<file path="src/rtl/interrupt_and_keypad_registers_top_defines.svh">
// Assertion macros for the interrupt and keypad register block.
// Included by the RTL files that carry concurrent assertions; no dependencies.
`ifndef INTERRUPT_AND_KEYPAD_REGISTERS_TOP_DEFINES_SVH
`define INTERRUPT_AND_KEYPAD_REGISTERS_TOP_DEFINES_SVH

// checked outside reset
`define IKR_ASSERT(label, prop, msg) \
   label: assert property (@(posedge clock) disable iff (reset) prop) else $error(msg);

// checked on every edge, reset included
`define IKR_ASSERT_ALWAYS(label, prop, msg) \
   label: assert property (@(posedge clock) prop) else $error(msg);

`endif

</file>
<file path="src/rtl/ikr_pkg.sv">
// Types, codes, register map and helpers for the interrupt and keypad registers.
// No dependencies; used by the top level, ikr_keypad and ikr_regs.
`default_nettype none

package ikr_pkg;

   typedef enum logic [2:0] {
      OP_READ    = 3'd0,
      OP_WRITE   = 3'd1,
      OP_PRESS   = 3'd2,
      OP_RELEASE = 3'd3,
      OP_FLAG    = 3'd4
   } op_type;

   typedef enum logic [2:0] {
      REG_NONE,
      REG_KEY_STATUS,
      REG_KEY_CONTROL,
      REG_ENABLE,
      REG_FLAG,
      REG_MASTER
   } region_type;

   localparam int          KEY_COUNT    = 10;
   localparam logic [3:0]  KEY_LAST     = 4'd9;
   localparam logic [KEY_COUNT-1:0] KEY_ALL_UP = '1;
   localparam int          KC_IRQ_ENABLE = 14;
   localparam int          KC_IRQ_AND    = 15;
   localparam int          KEYPAD_FLAG   = 12;

   localparam logic [9:0]  OFF_KEY_STATUS  = 10'h130;
   localparam logic [9:0]  OFF_KEY_CONTROL = 10'h132;
   localparam logic [9:0]  OFF_ENABLE      = 10'h200;
   localparam logic [9:0]  OFF_FLAG        = 10'h202;
   localparam logic [9:0]  OFF_MASTER      = 10'h208;

   typedef struct packed {
      op_type      op;
      logic [9:0]  reg_offset;
      logic [7:0]  write_byte;
      logic [3:0]  key_number;
      logic [3:0]  flag_number;
      logic        flag_level;
   } req_type;

   typedef struct packed {
      logic [7:0]  read_byte;
      logic        irq_request;
      logic [15:0] pending_mask;
   } rsp_type;

   typedef struct packed {
      logic        press;
      logic        release_key;
      logic [3:0]  key_number;
   } key_evt_type;

   function automatic region_type decode_region(input logic [9:0] offset);
      region_type region;
      region = REG_NONE;
      if (offset[9:1] == OFF_KEY_STATUS[9:1])       region = REG_KEY_STATUS;
      else if (offset[9:1] == OFF_KEY_CONTROL[9:1]) region = REG_KEY_CONTROL;
      else if (offset[9:1] == OFF_ENABLE[9:1])      region = REG_ENABLE;
      else if (offset[9:1] == OFF_FLAG[9:1])        region = REG_FLAG;
      else if (offset[9:2] == OFF_MASTER[9:2])      region = REG_MASTER;
      return region;
   endfunction

endpackage

`default_nettype wire

</file>
<file path="src/rtl/ikr_if.sv">
// Request and response channel interfaces (valid/ready plus payload fields).
// No dependencies.
`default_nettype none

interface ikr_req_if;
   logic        valid;
   logic        ready;
   logic [2:0]  op;
   logic [9:0]  reg_offset;
   logic [7:0]  write_byte;
   logic [3:0]  key_number;
   logic [3:0]  flag_number;
   logic        flag_level;

   modport source (output valid, op, reg_offset, write_byte, key_number,
                   flag_number, flag_level, input ready);
   modport sink   (input valid, op, reg_offset, write_byte, key_number,
                   flag_number, flag_level, output ready);
endinterface

interface ikr_rsp_if;
   logic        valid;
   logic        ready;
   logic [7:0]  read_byte;
   logic        irq_request;
   logic [15:0] pending_mask;

   modport source (output valid, read_byte, irq_request, pending_mask, input ready);
   modport sink   (input valid, read_byte, irq_request, pending_mask, output ready);
endinterface

`default_nettype wire

</file>
<file path="src/rtl/interrupt_and_keypad_registers_top.sv">
// Top level of the interrupt and keypad registers: input register, register
// update, result register. Depends on ikr_pkg, ikr_if, ikr_keypad, ikr_regs.
//
// One beat on req_bus is a bus byte read or write, a key press or release, or
// a flag set/clear; every beat yields exactly one beat on rsp_bus carrying the
// read byte (zero for non-reads), the pending mask (enable AND flags after the
// beat) and the interrupt request. The block takes one beat per clock unless
// the result stalls; a beat goes through the input register, the register
// update and the result register. A stalled result holds the pipeline only
// once both registers are full.
`default_nettype none
`include "interrupt_and_keypad_registers_top_defines.svh"

module interrupt_and_keypad_registers_top (
   input  logic      clock,
   input  logic      reset,
   ikr_req_if.sink   req_bus,
   ikr_rsp_if.source rsp_bus
);

   logic             in_valid_ff,  in_valid_in;
   ikr_pkg::req_type in_item_ff,   in_item_in;
   logic             rsp_valid_ff, rsp_valid_in;
   ikr_pkg::rsp_type rsp_item_ff,  rsp_item_in;
   logic             out_free;
   logic             fire;
   logic             req_beat;
   ikr_pkg::req_type req_item;
   ikr_pkg::rsp_type result;
   ikr_pkg::key_evt_type key_evt;
   logic [15:0]      key_control;
   logic [ikr_pkg::KEY_COUNT-1:0] key_status;
   logic             raise_keypad;

   assign out_free      = !rsp_valid_ff || rsp_bus.ready;
   assign fire          = in_valid_ff && out_free;
   assign req_bus.ready = !in_valid_ff || out_free;
   assign req_beat      = req_bus.valid && req_bus.ready;

   always_comb begin
      req_item.op          = ikr_pkg::op_type'(req_bus.op);
      req_item.reg_offset  = req_bus.reg_offset;
      req_item.write_byte  = req_bus.write_byte;
      req_item.key_number  = req_bus.key_number;
      req_item.flag_number = req_bus.flag_number;
      req_item.flag_level  = req_bus.flag_level;
   end

   always_comb begin
      in_valid_in  = req_beat ? 1'b1 : (fire ? 1'b0 : in_valid_ff);
      in_item_in   = req_beat ? req_item : in_item_ff;
      rsp_valid_in = fire ? 1'b1 : (rsp_bus.ready ? 1'b0 : rsp_valid_ff);
      rsp_item_in  = fire ? result : rsp_item_ff;
   end

   always_ff @(posedge clock) begin
      if (reset) begin
         in_valid_ff  <= 1'b0;
         rsp_valid_ff <= 1'b0;
      end else begin
         in_valid_ff  <= in_valid_in;
         rsp_valid_ff <= rsp_valid_in;
      end
   end

   always_ff @(posedge clock) begin
      in_item_ff  <= in_item_in;
      rsp_item_ff <= rsp_item_in;
   end

   always_comb begin
      key_evt.press       = fire && (in_item_ff.op == ikr_pkg::OP_PRESS);
      key_evt.release_key = fire && (in_item_ff.op == ikr_pkg::OP_RELEASE);
      key_evt.key_number  = in_item_ff.key_number;
   end

   ikr_keypad u_keypad (
      .clock        (clock),
      .reset        (reset),
      .evt          (key_evt),
      .key_control  (key_control),
      .key_status   (key_status),
      .raise_keypad (raise_keypad)
   );

   ikr_regs u_regs (
      .clock        (clock),
      .reset        (reset),
      .fire         (fire),
      .item         (in_item_ff),
      .key_status   (key_status),
      .raise_keypad (raise_keypad),
      .key_control  (key_control),
      .result       (result)
   );

   assign rsp_bus.valid        = rsp_valid_ff;
   assign rsp_bus.read_byte    = rsp_item_ff.read_byte;
   assign rsp_bus.irq_request  = rsp_item_ff.irq_request;
   assign rsp_bus.pending_mask = rsp_item_ff.pending_mask;

   `IKR_ASSERT(a_fire_gives_rsp, fire |=> rsp_valid_ff, "processed beat produced no response")
   `IKR_ASSERT(a_no_overwrite, req_beat |-> (!in_valid_ff || fire), "input register overwritten")
   `IKR_ASSERT(a_irq_needs_pending, rsp_valid_ff && rsp_item_ff.irq_request |-> rsp_item_ff.pending_mask != '0, "irq without pending source")
   `IKR_ASSERT_ALWAYS(a_reset_empty, $past(reset) |-> !in_valid_ff && !rsp_valid_ff, "pipeline not empty after reset")

endmodule

`default_nettype wire

</file>
<file path="src/rtl/ikr_keypad.sv">
// Key status register and keypad interrupt condition.
// Depends on ikr_pkg and the assertion macro header.
`default_nettype none
`include "interrupt_and_keypad_registers_top_defines.svh"

module ikr_keypad (
   input  logic                clock,
   input  logic                reset,
   input  ikr_pkg::key_evt_type evt,
   input  logic [15:0]         key_control,
   output logic [ikr_pkg::KEY_COUNT-1:0] key_status,
   output logic                raise_keypad
);

   logic [ikr_pkg::KEY_COUNT-1:0] key_status_ff;
   logic [ikr_pkg::KEY_COUNT-1:0] key_status_in;
   logic [ikr_pkg::KEY_COUNT-1:0] key_bit;
   logic                          key_valid;

   assign key_valid = (evt.key_number <= ikr_pkg::KEY_LAST);
   // shift past the top bit gives zero, so bad key numbers touch nothing
   assign key_bit   = ikr_pkg::KEY_COUNT'(1) << evt.key_number;

   always_comb begin
      key_status_in = key_status_ff;
      if (evt.press) begin
         key_status_in = key_status_ff & ~key_bit;
      end else if (evt.release_key) begin
         key_status_in = key_status_ff | key_bit;
      end
   end

   // AND mode checks the status after this press
   assign raise_keypad = evt.press && key_valid
                         && key_control[ikr_pkg::KC_IRQ_ENABLE]
                         && key_control[evt.key_number]
                         && (!key_control[ikr_pkg::KC_IRQ_AND]
                             || ((key_status_in
                                  & key_control[ikr_pkg::KEY_COUNT-1:0]) == '0));

   always_ff @(posedge clock) begin
      if (reset) begin
         key_status_ff <= ikr_pkg::KEY_ALL_UP;
      end else begin
         key_status_ff <= key_status_in;
      end
   end

   assign key_status = key_status_ff;

   `IKR_ASSERT_ALWAYS(a_status_reset, $past(reset) |-> key_status_ff == ikr_pkg::KEY_ALL_UP, "key status not all up after reset")
   `IKR_ASSERT(a_release_no_press, evt.release_key |=> (($past(key_status_ff) & ~key_status_ff) == '0), "release cleared a key bit")
   `IKR_ASSERT(a_press_no_release, evt.press |=> ((~$past(key_status_ff) & key_status_ff) == '0), "press set a key bit")
   `IKR_ASSERT(a_raise_enabled, raise_keypad |-> key_control[ikr_pkg::KC_IRQ_ENABLE], "keypad irq raised while disabled")

endmodule

`default_nettype wire

</file>
<file path="src/rtl/ikr_regs.sv">
// Interrupt enable, flag, master enable and key control registers, read mux, result.
// Depends on ikr_pkg.
`default_nettype none

module ikr_regs (
   input  logic                clock,
   input  logic                reset,
   input  logic                fire,
   input  ikr_pkg::req_type    item,
   input  logic [ikr_pkg::KEY_COUNT-1:0] key_status,
   input  logic                raise_keypad,
   output logic [15:0]         key_control,
   output ikr_pkg::rsp_type    result
);

   logic [15:0] enable_ff,  enable_in;
   logic [15:0] flag_ff,    flag_in;
   logic [31:0] master_ff,  master_in;
   logic [15:0] control_ff, control_in;
   ikr_pkg::region_type region;
   logic [7:0]  read_data;
   logic [15:0] pending;
   logic        lane;

   assign region = ikr_pkg::decode_region(item.reg_offset);
   assign lane   = item.reg_offset[0];

   always_comb begin
      read_data = 8'd0;
      unique case (region)
         ikr_pkg::REG_KEY_STATUS:
            read_data = lane ? 8'(key_status[ikr_pkg::KEY_COUNT-1:8]) : key_status[7:0];
         ikr_pkg::REG_KEY_CONTROL: read_data = lane ? control_ff[15:8] : control_ff[7:0];
         ikr_pkg::REG_ENABLE:      read_data = lane ? enable_ff[15:8]  : enable_ff[7:0];
         ikr_pkg::REG_FLAG:        read_data = lane ? flag_ff[15:8]    : flag_ff[7:0];
         ikr_pkg::REG_MASTER:      read_data = master_ff[8*item.reg_offset[1:0] +: 8];
         default:                  read_data = 8'd0;
      endcase
   end

   always_comb begin
      enable_in  = enable_ff;
      flag_in    = flag_ff;
      master_in  = master_ff;
      control_in = control_ff;
      if (fire) begin
         case (item.op)
            ikr_pkg::OP_WRITE: begin
               unique case (region)
                  ikr_pkg::REG_KEY_CONTROL: control_in[8*lane +: 8] = item.write_byte;
                  ikr_pkg::REG_ENABLE:      enable_in[8*lane +: 8]  = item.write_byte;
                  ikr_pkg::REG_FLAG:
                     flag_in[8*lane +: 8] = flag_ff[8*lane +: 8] & ~item.write_byte;
                  ikr_pkg::REG_MASTER:
                     master_in[8*item.reg_offset[1:0] +: 8] = item.write_byte;
                  default: ;
               endcase
            end
            ikr_pkg::OP_PRESS: begin
               if (raise_keypad) begin
                  flag_in[ikr_pkg::KEYPAD_FLAG] = 1'b1;
               end
            end
            ikr_pkg::OP_FLAG: flag_in[item.flag_number] = item.flag_level;
            default: ;
         endcase
      end
   end

   always_ff @(posedge clock) begin
      if (reset) begin
         enable_ff  <= '0;
         flag_ff    <= '0;
         master_ff  <= '0;
         control_ff <= '0;
      end else begin
         enable_ff  <= enable_in;
         flag_ff    <= flag_in;
         master_ff  <= master_in;
         control_ff <= control_in;
      end
   end

   assign pending             = enable_in & flag_in;
   assign key_control         = control_ff;
   assign result.read_byte    = (item.op == ikr_pkg::OP_READ) ? read_data : 8'd0;
   assign result.pending_mask = pending;
   assign result.irq_request  = master_in[0] && (pending != '0);

endmodule

`default_nettype wire

</file>
<file path="src/flat_wrapper.sv">
// flat-port wrapper written by rule: the top's interface ports become plain ports
module interrupt_and_keypad_registers_top_flat 
  (clock, reset, req_bus_valid, req_bus_op, req_bus_reg_offset, req_bus_write_byte, req_bus_key_number, req_bus_flag_number, req_bus_flag_level, req_bus_ready, rsp_bus_valid, rsp_bus_read_byte, rsp_bus_irq_request, rsp_bus_pending_mask, rsp_bus_ready);
  ikr_req_if req_bus_i ();
  ikr_rsp_if rsp_bus_i ();
  input  logic clock;
  input  logic reset;
  input wire logic [$bits(req_bus_i.valid)-1:0] req_bus_valid;
  input wire logic [$bits(req_bus_i.op)-1:0] req_bus_op;
  input wire logic [$bits(req_bus_i.reg_offset)-1:0] req_bus_reg_offset;
  input wire logic [$bits(req_bus_i.write_byte)-1:0] req_bus_write_byte;
  input wire logic [$bits(req_bus_i.key_number)-1:0] req_bus_key_number;
  input wire logic [$bits(req_bus_i.flag_number)-1:0] req_bus_flag_number;
  input wire logic [$bits(req_bus_i.flag_level)-1:0] req_bus_flag_level;
  output wire logic [$bits(req_bus_i.ready)-1:0] req_bus_ready;
  output wire logic [$bits(rsp_bus_i.valid)-1:0] rsp_bus_valid;
  output wire logic [$bits(rsp_bus_i.read_byte)-1:0] rsp_bus_read_byte;
  output wire logic [$bits(rsp_bus_i.irq_request)-1:0] rsp_bus_irq_request;
  output wire logic [$bits(rsp_bus_i.pending_mask)-1:0] rsp_bus_pending_mask;
  input wire logic [$bits(rsp_bus_i.ready)-1:0] rsp_bus_ready;
  assign req_bus_i.valid = req_bus_valid;
  assign req_bus_i.op = req_bus_op;
  assign req_bus_i.reg_offset = req_bus_reg_offset;
  assign req_bus_i.write_byte = req_bus_write_byte;
  assign req_bus_i.key_number = req_bus_key_number;
  assign req_bus_i.flag_number = req_bus_flag_number;
  assign req_bus_i.flag_level = req_bus_flag_level;
  assign req_bus_ready = req_bus_i.ready;
  assign rsp_bus_valid = rsp_bus_i.valid;
  assign rsp_bus_read_byte = rsp_bus_i.read_byte;
  assign rsp_bus_irq_request = rsp_bus_i.irq_request;
  assign rsp_bus_pending_mask = rsp_bus_i.pending_mask;
  assign rsp_bus_i.ready = rsp_bus_ready;
  interrupt_and_keypad_registers_top u_core (.clock(clock), .reset(reset), .req_bus(req_bus_i), .rsp_bus(rsp_bus_i));
endmodule
</file>
<file path="config.mk">
export PLATFORM = sky130hd
export DESIGN_NAME = interrupt_and_keypad_registers_top_flat
export DESIGN_NICKNAME = d
export VERILOG_FILES = /design/src/rtl/ikr_pkg.sv /design/src/rtl/ikr_if.sv /design/src/rtl/interrupt_and_keypad_registers_top.sv /design/src/rtl/ikr_keypad.sv /design/src/rtl/ikr_regs.sv /design/src/flat_wrapper.sv
export VERILOG_INCLUDE_DIRS = /design/src /design/src/rtl
export SDC_FILE = /design/constraint.sdc
export NUM_CORES = 1
export LEC_CHECK = 0
export BUFFER_PORTS_ARGS = -buffer_cell sky130_fd_sc_hd__clkbuf_2
export CORE_ASPECT_RATIO = 0.8
export CORE_MARGIN = 4
export CORE_UTILIZATION = 35
export DETAILED_ROUTE_END_ITERATION = 8
export PLACE_DENSITY = 0.6
export SLEW_MARGIN = 20
export SYNTH_ARGS = -nofsm -noshare
export SYNTH_HDL_FRONTEND = slang
export SYNTH_SLANG_ARGS = --single-unit
</file>
<file path="constraint.sdc">
create_clock -name clock -period 2.4 [get_ports clock]
set_input_delay 0.24 -clock clock [delete_from_list [all_inputs] [get_ports clock]]
set_output_delay 0.24 -clock clock [all_outputs]
set_load 0.01 [all_outputs]
</file>
# After elaboration in Yosys (flattened, before gate mapping)
# Index checks and enable logic that the tools add are counted.
[totals]
ff_bits = 147
inputBits = 34
word_cells = 112
[classes]
addsub = 2
magnitude_cmp = 4
n_eq_ne = 14
n_shift = 8
muxes = 37
n_bitwise = 7
n_reduce_logical = 23
[ops]
columns = ["operator", "count"]
rows = [
  ["$mux W16", 5],
  ["$shiftx A8 B34 Y16", 2],
  ["$bwmux W16", 4],
  ["$pmux W8 S5", 1],
  ["$neg A4 Y34", 1],
  ["$neg A5 Y34", 1],
  ["$shift A8 B34 Y16 const A", 1],
  ["$shift A8 B34 Y32 const A", 1],
  ["$shiftx A8 B34 Y32", 1],
  ["$bwmux W32", 1],
  ["$mux W8", 4],
  ["$shiftx A32 B6 Y8", 1],
  ["$pmux W12 S2", 1],
  ["$and A10 B10 Y10", 2],
  ["$mux W10", 2],
  ["$eq A9 B8 Y1 const B", 2],
  ["$eq A9 B9 Y1 const B", 2],
  ["$and A16 B16 Y16", 1],
  ["$reduce_bool A16 Y1", 1],
  ["$shiftx A16 B5 Y8", 1],
  ["$mux W3", 5],
  ["$eq A3 B2 Y1 const B", 4],
  ["$logic_and A1 B1 Y1", 10],
  ["$logic_not A10 Y1", 1],
  ["other kinds (21)", 40],
]

# Logic depth before layout (Yosys ltp)
[depth]
depth_word = 16
mapped_depth = 10
depth_no_buf = 7

# Modules after synthesis
# From an unflattened synthesis, not the netlist that was laid out.
[hier_totals]
cells_unflattened = 717
area_unflattened_um2 = 7034.2
[by_module_without_submodules]
columns = ["mod", "n_inst", "cells_each", "area_per_inst_um2"]
rows = [
  ["ikr_regs", 1, 564, 4510.6],
  ["interrupt_and_keypad_registers_top", 1, 69, 1767.9],
  ["ikr_keypad", 1, 84, 755.7],
]

# Least setup slack after synthesis
# Ideal clock, no wire load.
[synth_path]
kind = "reg2reg"
start = "register u_core.in_item_ff[23] (netlist name)"
end = "register u_core.rsp_item_ff (netlist bit u_core.rsp_bus.irq_request) (data pin)"
setup_time_ns = 0.275
t_arrival_ns = 2.221
required_time_ns = 2.125
path_slack_ns = -0.097
path_stages_with_launch = 8
path_buffers = 0
cell_sequence = "edfxtp_1 > or4_4 > or4_1 > a32oi_1 > a22oi_1 > nor2_1 > nor4b_2 > a41oi_1"
[synth_lines]
columns = ["item", "line", "source"]
rows = [
  ["from (decl)", "interrupt_and_keypad_registers_top.sv:22", "ikr_pkg::req_type in_item_ff, in_item_in;"],
  ["from (signal assigned)", "interrupt_and_keypad_registers_top.sv:67", "in_item_ff <= in_item_in;"],
  ["to (signal assigned)", "interrupt_and_keypad_registers_top.sv:68", "rsp_item_ff <= rsp_item_in;"],
  ["to (decl)", "interrupt_and_keypad_registers_top.sv:24", "ikr_pkg::rsp_type rsp_item_ff, rsp_item_in;"],
]

==> flow_summary.yaml <==
pwr:
  power_mw: 6.043
  power.leakage_nw: 3.808
  power.density_nw_per_um2: 597.1
  ir_drop_uv: 574.1
placement:
  portBuffers: 60
  dp_hpwl_mm: 17.21
  dp_cells: 1158
  routabilityCongestion: 0.9681
floorplanning:
  num_io_pins: 61
  start_util: 0.3559
  row_count: 46
  dieArea_um2: 22540
  core-area_um2: 19860
  die_w_um: 166.9
  dieHeight_um: 135.1
yosys:
  ys_types: 69
  synth_edf_count: 55
  syn_nets: 749
  yosysTopAreaCell: "dfxtp_1"
  syn_area_um2: 7067
  synth-seq-area-share: 0.4943
  ys_warn_count: 0
  synth_seq_cells: 147
  async_flop_share: 0
  synth_top_area_frac: 0.2606
  postSynthCellCount: 710
  synth_common_cells: "nor2_1 (97), dfxtp_1 (92), a21oi_1 (72)"
  ys_top_cells_by_area: "dfxtp_1 (26%), edfxtp_1 (23%), mux2i_1 (5.9%)"
  synthFlopType: "dfxtp_1"
  yosysMostFrequentCell: "nor2_1"
  avgSynthCellArea_um2: 9.953
timing:
  report.final.slew_viol_count: 0
  fmax_ghz: 0.3788
  finalWorstSetupSlack_ns: -0.2397
  rsz0062_at_grt: "true"
  finalSetupViolCount: 18
  relSlewSlack: 0.5235
  worst_slew_pin_slew_ns: 0.7100
  fin_crit_sh: 1.100
  hold_viol: 0
  fin_crit_ns: 2.640
  fin_skew_ns: 0.01068
finish:
  areaGrowthSynthToFinish_pct: 43.22
  fill_cells: 1812
  drive_gt1_frac: 0.3655
  diodes: 0
  final_cells: 1238
  fin_nets: 1000
setup_path:
  regToRegSetupSlack_ns: -0.24
  crit_type: "reg2reg"
  critPathMaxStageDelay_ns: 0.56
  cp_max_fo: 3
  cpMaxStageDelayCell: "or4_4"
  cp-end-kind: "flop"
  critical_path_arrival_ns: 2.81
  start_kind: "flop"
  cp_cell_sequence: "or4_4, buf_6, nor3_4, nand2_2, mux2i_2, and2b_1, nor4b_4, a41oi_2"
  required_ns: 2.57
global_route:
  grt_pass1_wl_mm: 36.64
  grt_start_max_net_pins: 53
  grt_pass1_vias: 6550
  overflow: 0
  busiest_layer: "met2"
  grt_util_met1: 0.3038
  grt_use_met2: 0.3163
  grt_use_total: 0.2096
  antenna_found_initial: 0
  use_met3: 0.04331
drt:
  wl_per_cell_um: 18.95
  wirelength_mm: 23.46
  firstDrtPassIters: 6
  vias: 6749
  drc: 0
  routed_via_density: 5.452
  first_iter_violations: 727
  drt.antenna.violating_nets: 0
clock_network:
  cts-root-buf: "clkbuf_16"
  cts_tree: "done"
  clk_pin_slew_ns: 0.07
  clockBufferDepth: 2
  worstSkewPairLatency_ns: 0.43
  numClockSinks: 147
  cts_buffers: 17
  cts_htree_levels: 4
status:
  outcome: "complete, but fails checks"
  violations: "negative setup slack"
job:
  maxCapViolCount: 0
worst_hold_path:
  hold_path_class: "in2reg"
[stage by stage]
| step | TNS (ns) | hold slack (ns) | setup slack (ns) | cell area [um^2] | util |
|---|---|---|---|---|---|
| floorplan | -0.03380 | 0.3389 | -0.03380 | 7074 | - |
| global placement | -3.737 | 0.4168 | -0.3055 | 8861 | 0.4463 |
| detailed placement | -2.865 | 0.4186 | -0.3853 | 8861 | 0.4463 |
| CTS | -0.2431 | 0.02616 | -0.2121 | 10040 | 0.5057 |
| global route | -5.262 | 0.05351 | -0.3686 | 10120 | 0.5097 |
| finish | -0.7081 | 0.03078 | -0.2397 | 10120 | 0.5097 |
[worst max-delay path: cells and delay by family, from the launching register on]
| kind | cells | cell delay (ns) |
|---|---|---|
| flip-flops | 1 | 0.46 |
| AND/OR/NAND/NOR | 5 | 1.44 |
| multiplexers | 1 | 0.21 |
| AO/OA/AOI/OAI | 1 | 0.14 |
| buffers and inverters | 1 | 0.14 |
[area by class of cell]
cell class / instances / area [um^2] / area share
multi-input combinational: 508 / 3525 / 0.3482
sequential: 147 / 3493 / 0.3452
timing repair buffer: 282 / 2127 / 0.2102
tap: 264 / 330.3 / 0.03264
inverter: 5 / 18.77 / 0.001854
clock inverter: 13 / 172.7 / 0.01706
clock buffer: 19 / 454.2 / 0.04488
[worst paths after layout]
path | startpoint | to | depth (start not counted)
setup reg to reg | u_core.in_item_ff[24]$_DFFE_PP_ | u_core.rsp_bus.irq_request$_DFFE_PN_ | 8
setup / recovery | u_core.in_item_ff[24]$_DFFE_PP_ | u_core.rsp_bus.irq_request$_DFFE_PN_ | 8
hold / removal | req_bus_valid | u_core.in_valid_ff$_SDFFE_PP0P_ | 3
hold reg to reg | u_core.u_regs.key_control[12]$_SDFFE_PP0P_ | u_core.u_regs.key_control[12]$_SDFFE_PP0P_ | 2
[cells in the final DEF (no fill, tap or decap), types with 8 or more instances in the layout]
cell type / n
a21oi_1: 72
a22oi_1: 8
a31oi_1: 10
buf_4: 181
clkbuf_16: 18
clkbuf_2: 60
dfxtp_1: 92
dlygate4sd3_1: 30
edfxtp_1: 55
mux2i_1: 37
mux4_2: 12
nand2_1: 34
nand2b_1: 11
nand3_1: 19
nor2_1: 94
nor2b_1: 12
nor3_1: 34
o211ai_1: 8
o21ai_0: 20
o21ai_1: 8
or2_2: 10
[metal layers]
layer,vias to the layer above,part of all wire
met5,-,0
met4,0,0.021
met3,46,0.085
met2,303,0.44
met1,3227,0.46
li1,3173,-
[flip-flops by register name (all words and copies together), names as in the netlist]
name                         count
u_core.in_item_ff               30
u_core.in_valid_ff               1
u_core.rsp_bus.irq_request       1
u_core.rsp_bus.pending_mask     16
u_core.rsp_bus.read_byte         8
u_core.rsp_bus.valid             1
u_core.u_keypad.key_status      10
u_core.u_regs.enable_ff         16
u_core.u_regs.flag_ff           16
u_core.u_regs.key_control       16
u_core.u_regs.master_ff         32
[repair_timing]
action,4_1_cts,5_1_grt
hold buffers,30,0
endpoints found under the setup margin,38,49
resized for setup,24,22
pin swaps,14,10
hold endpoints to repair,30,0
cloned,0,0
buffers inserted,20,2
[power breakdown]
group	leakage, nW	switching [mW]	total [mW]	internal [mW]
logic	2.24	0.283	0.517	0.234
clock network	0.297	1.13	2.85	1.71
registers	1.27	0.0414	2.68	2.64
total	3.81	1.46	6.04	4.58
[cells by family after synthesis]
logic type | synth area share
AOI/OAI and AO/OA | 0.1583
xor gates and xnor gates | 0.002302
adders and majority gates | 0.008853
buffers and inverters | 0.03258
DFF | 0.4943
muxes | 0.1025
and+or+nand+nor | 0.2011
(Power assumes the default switching activity.)
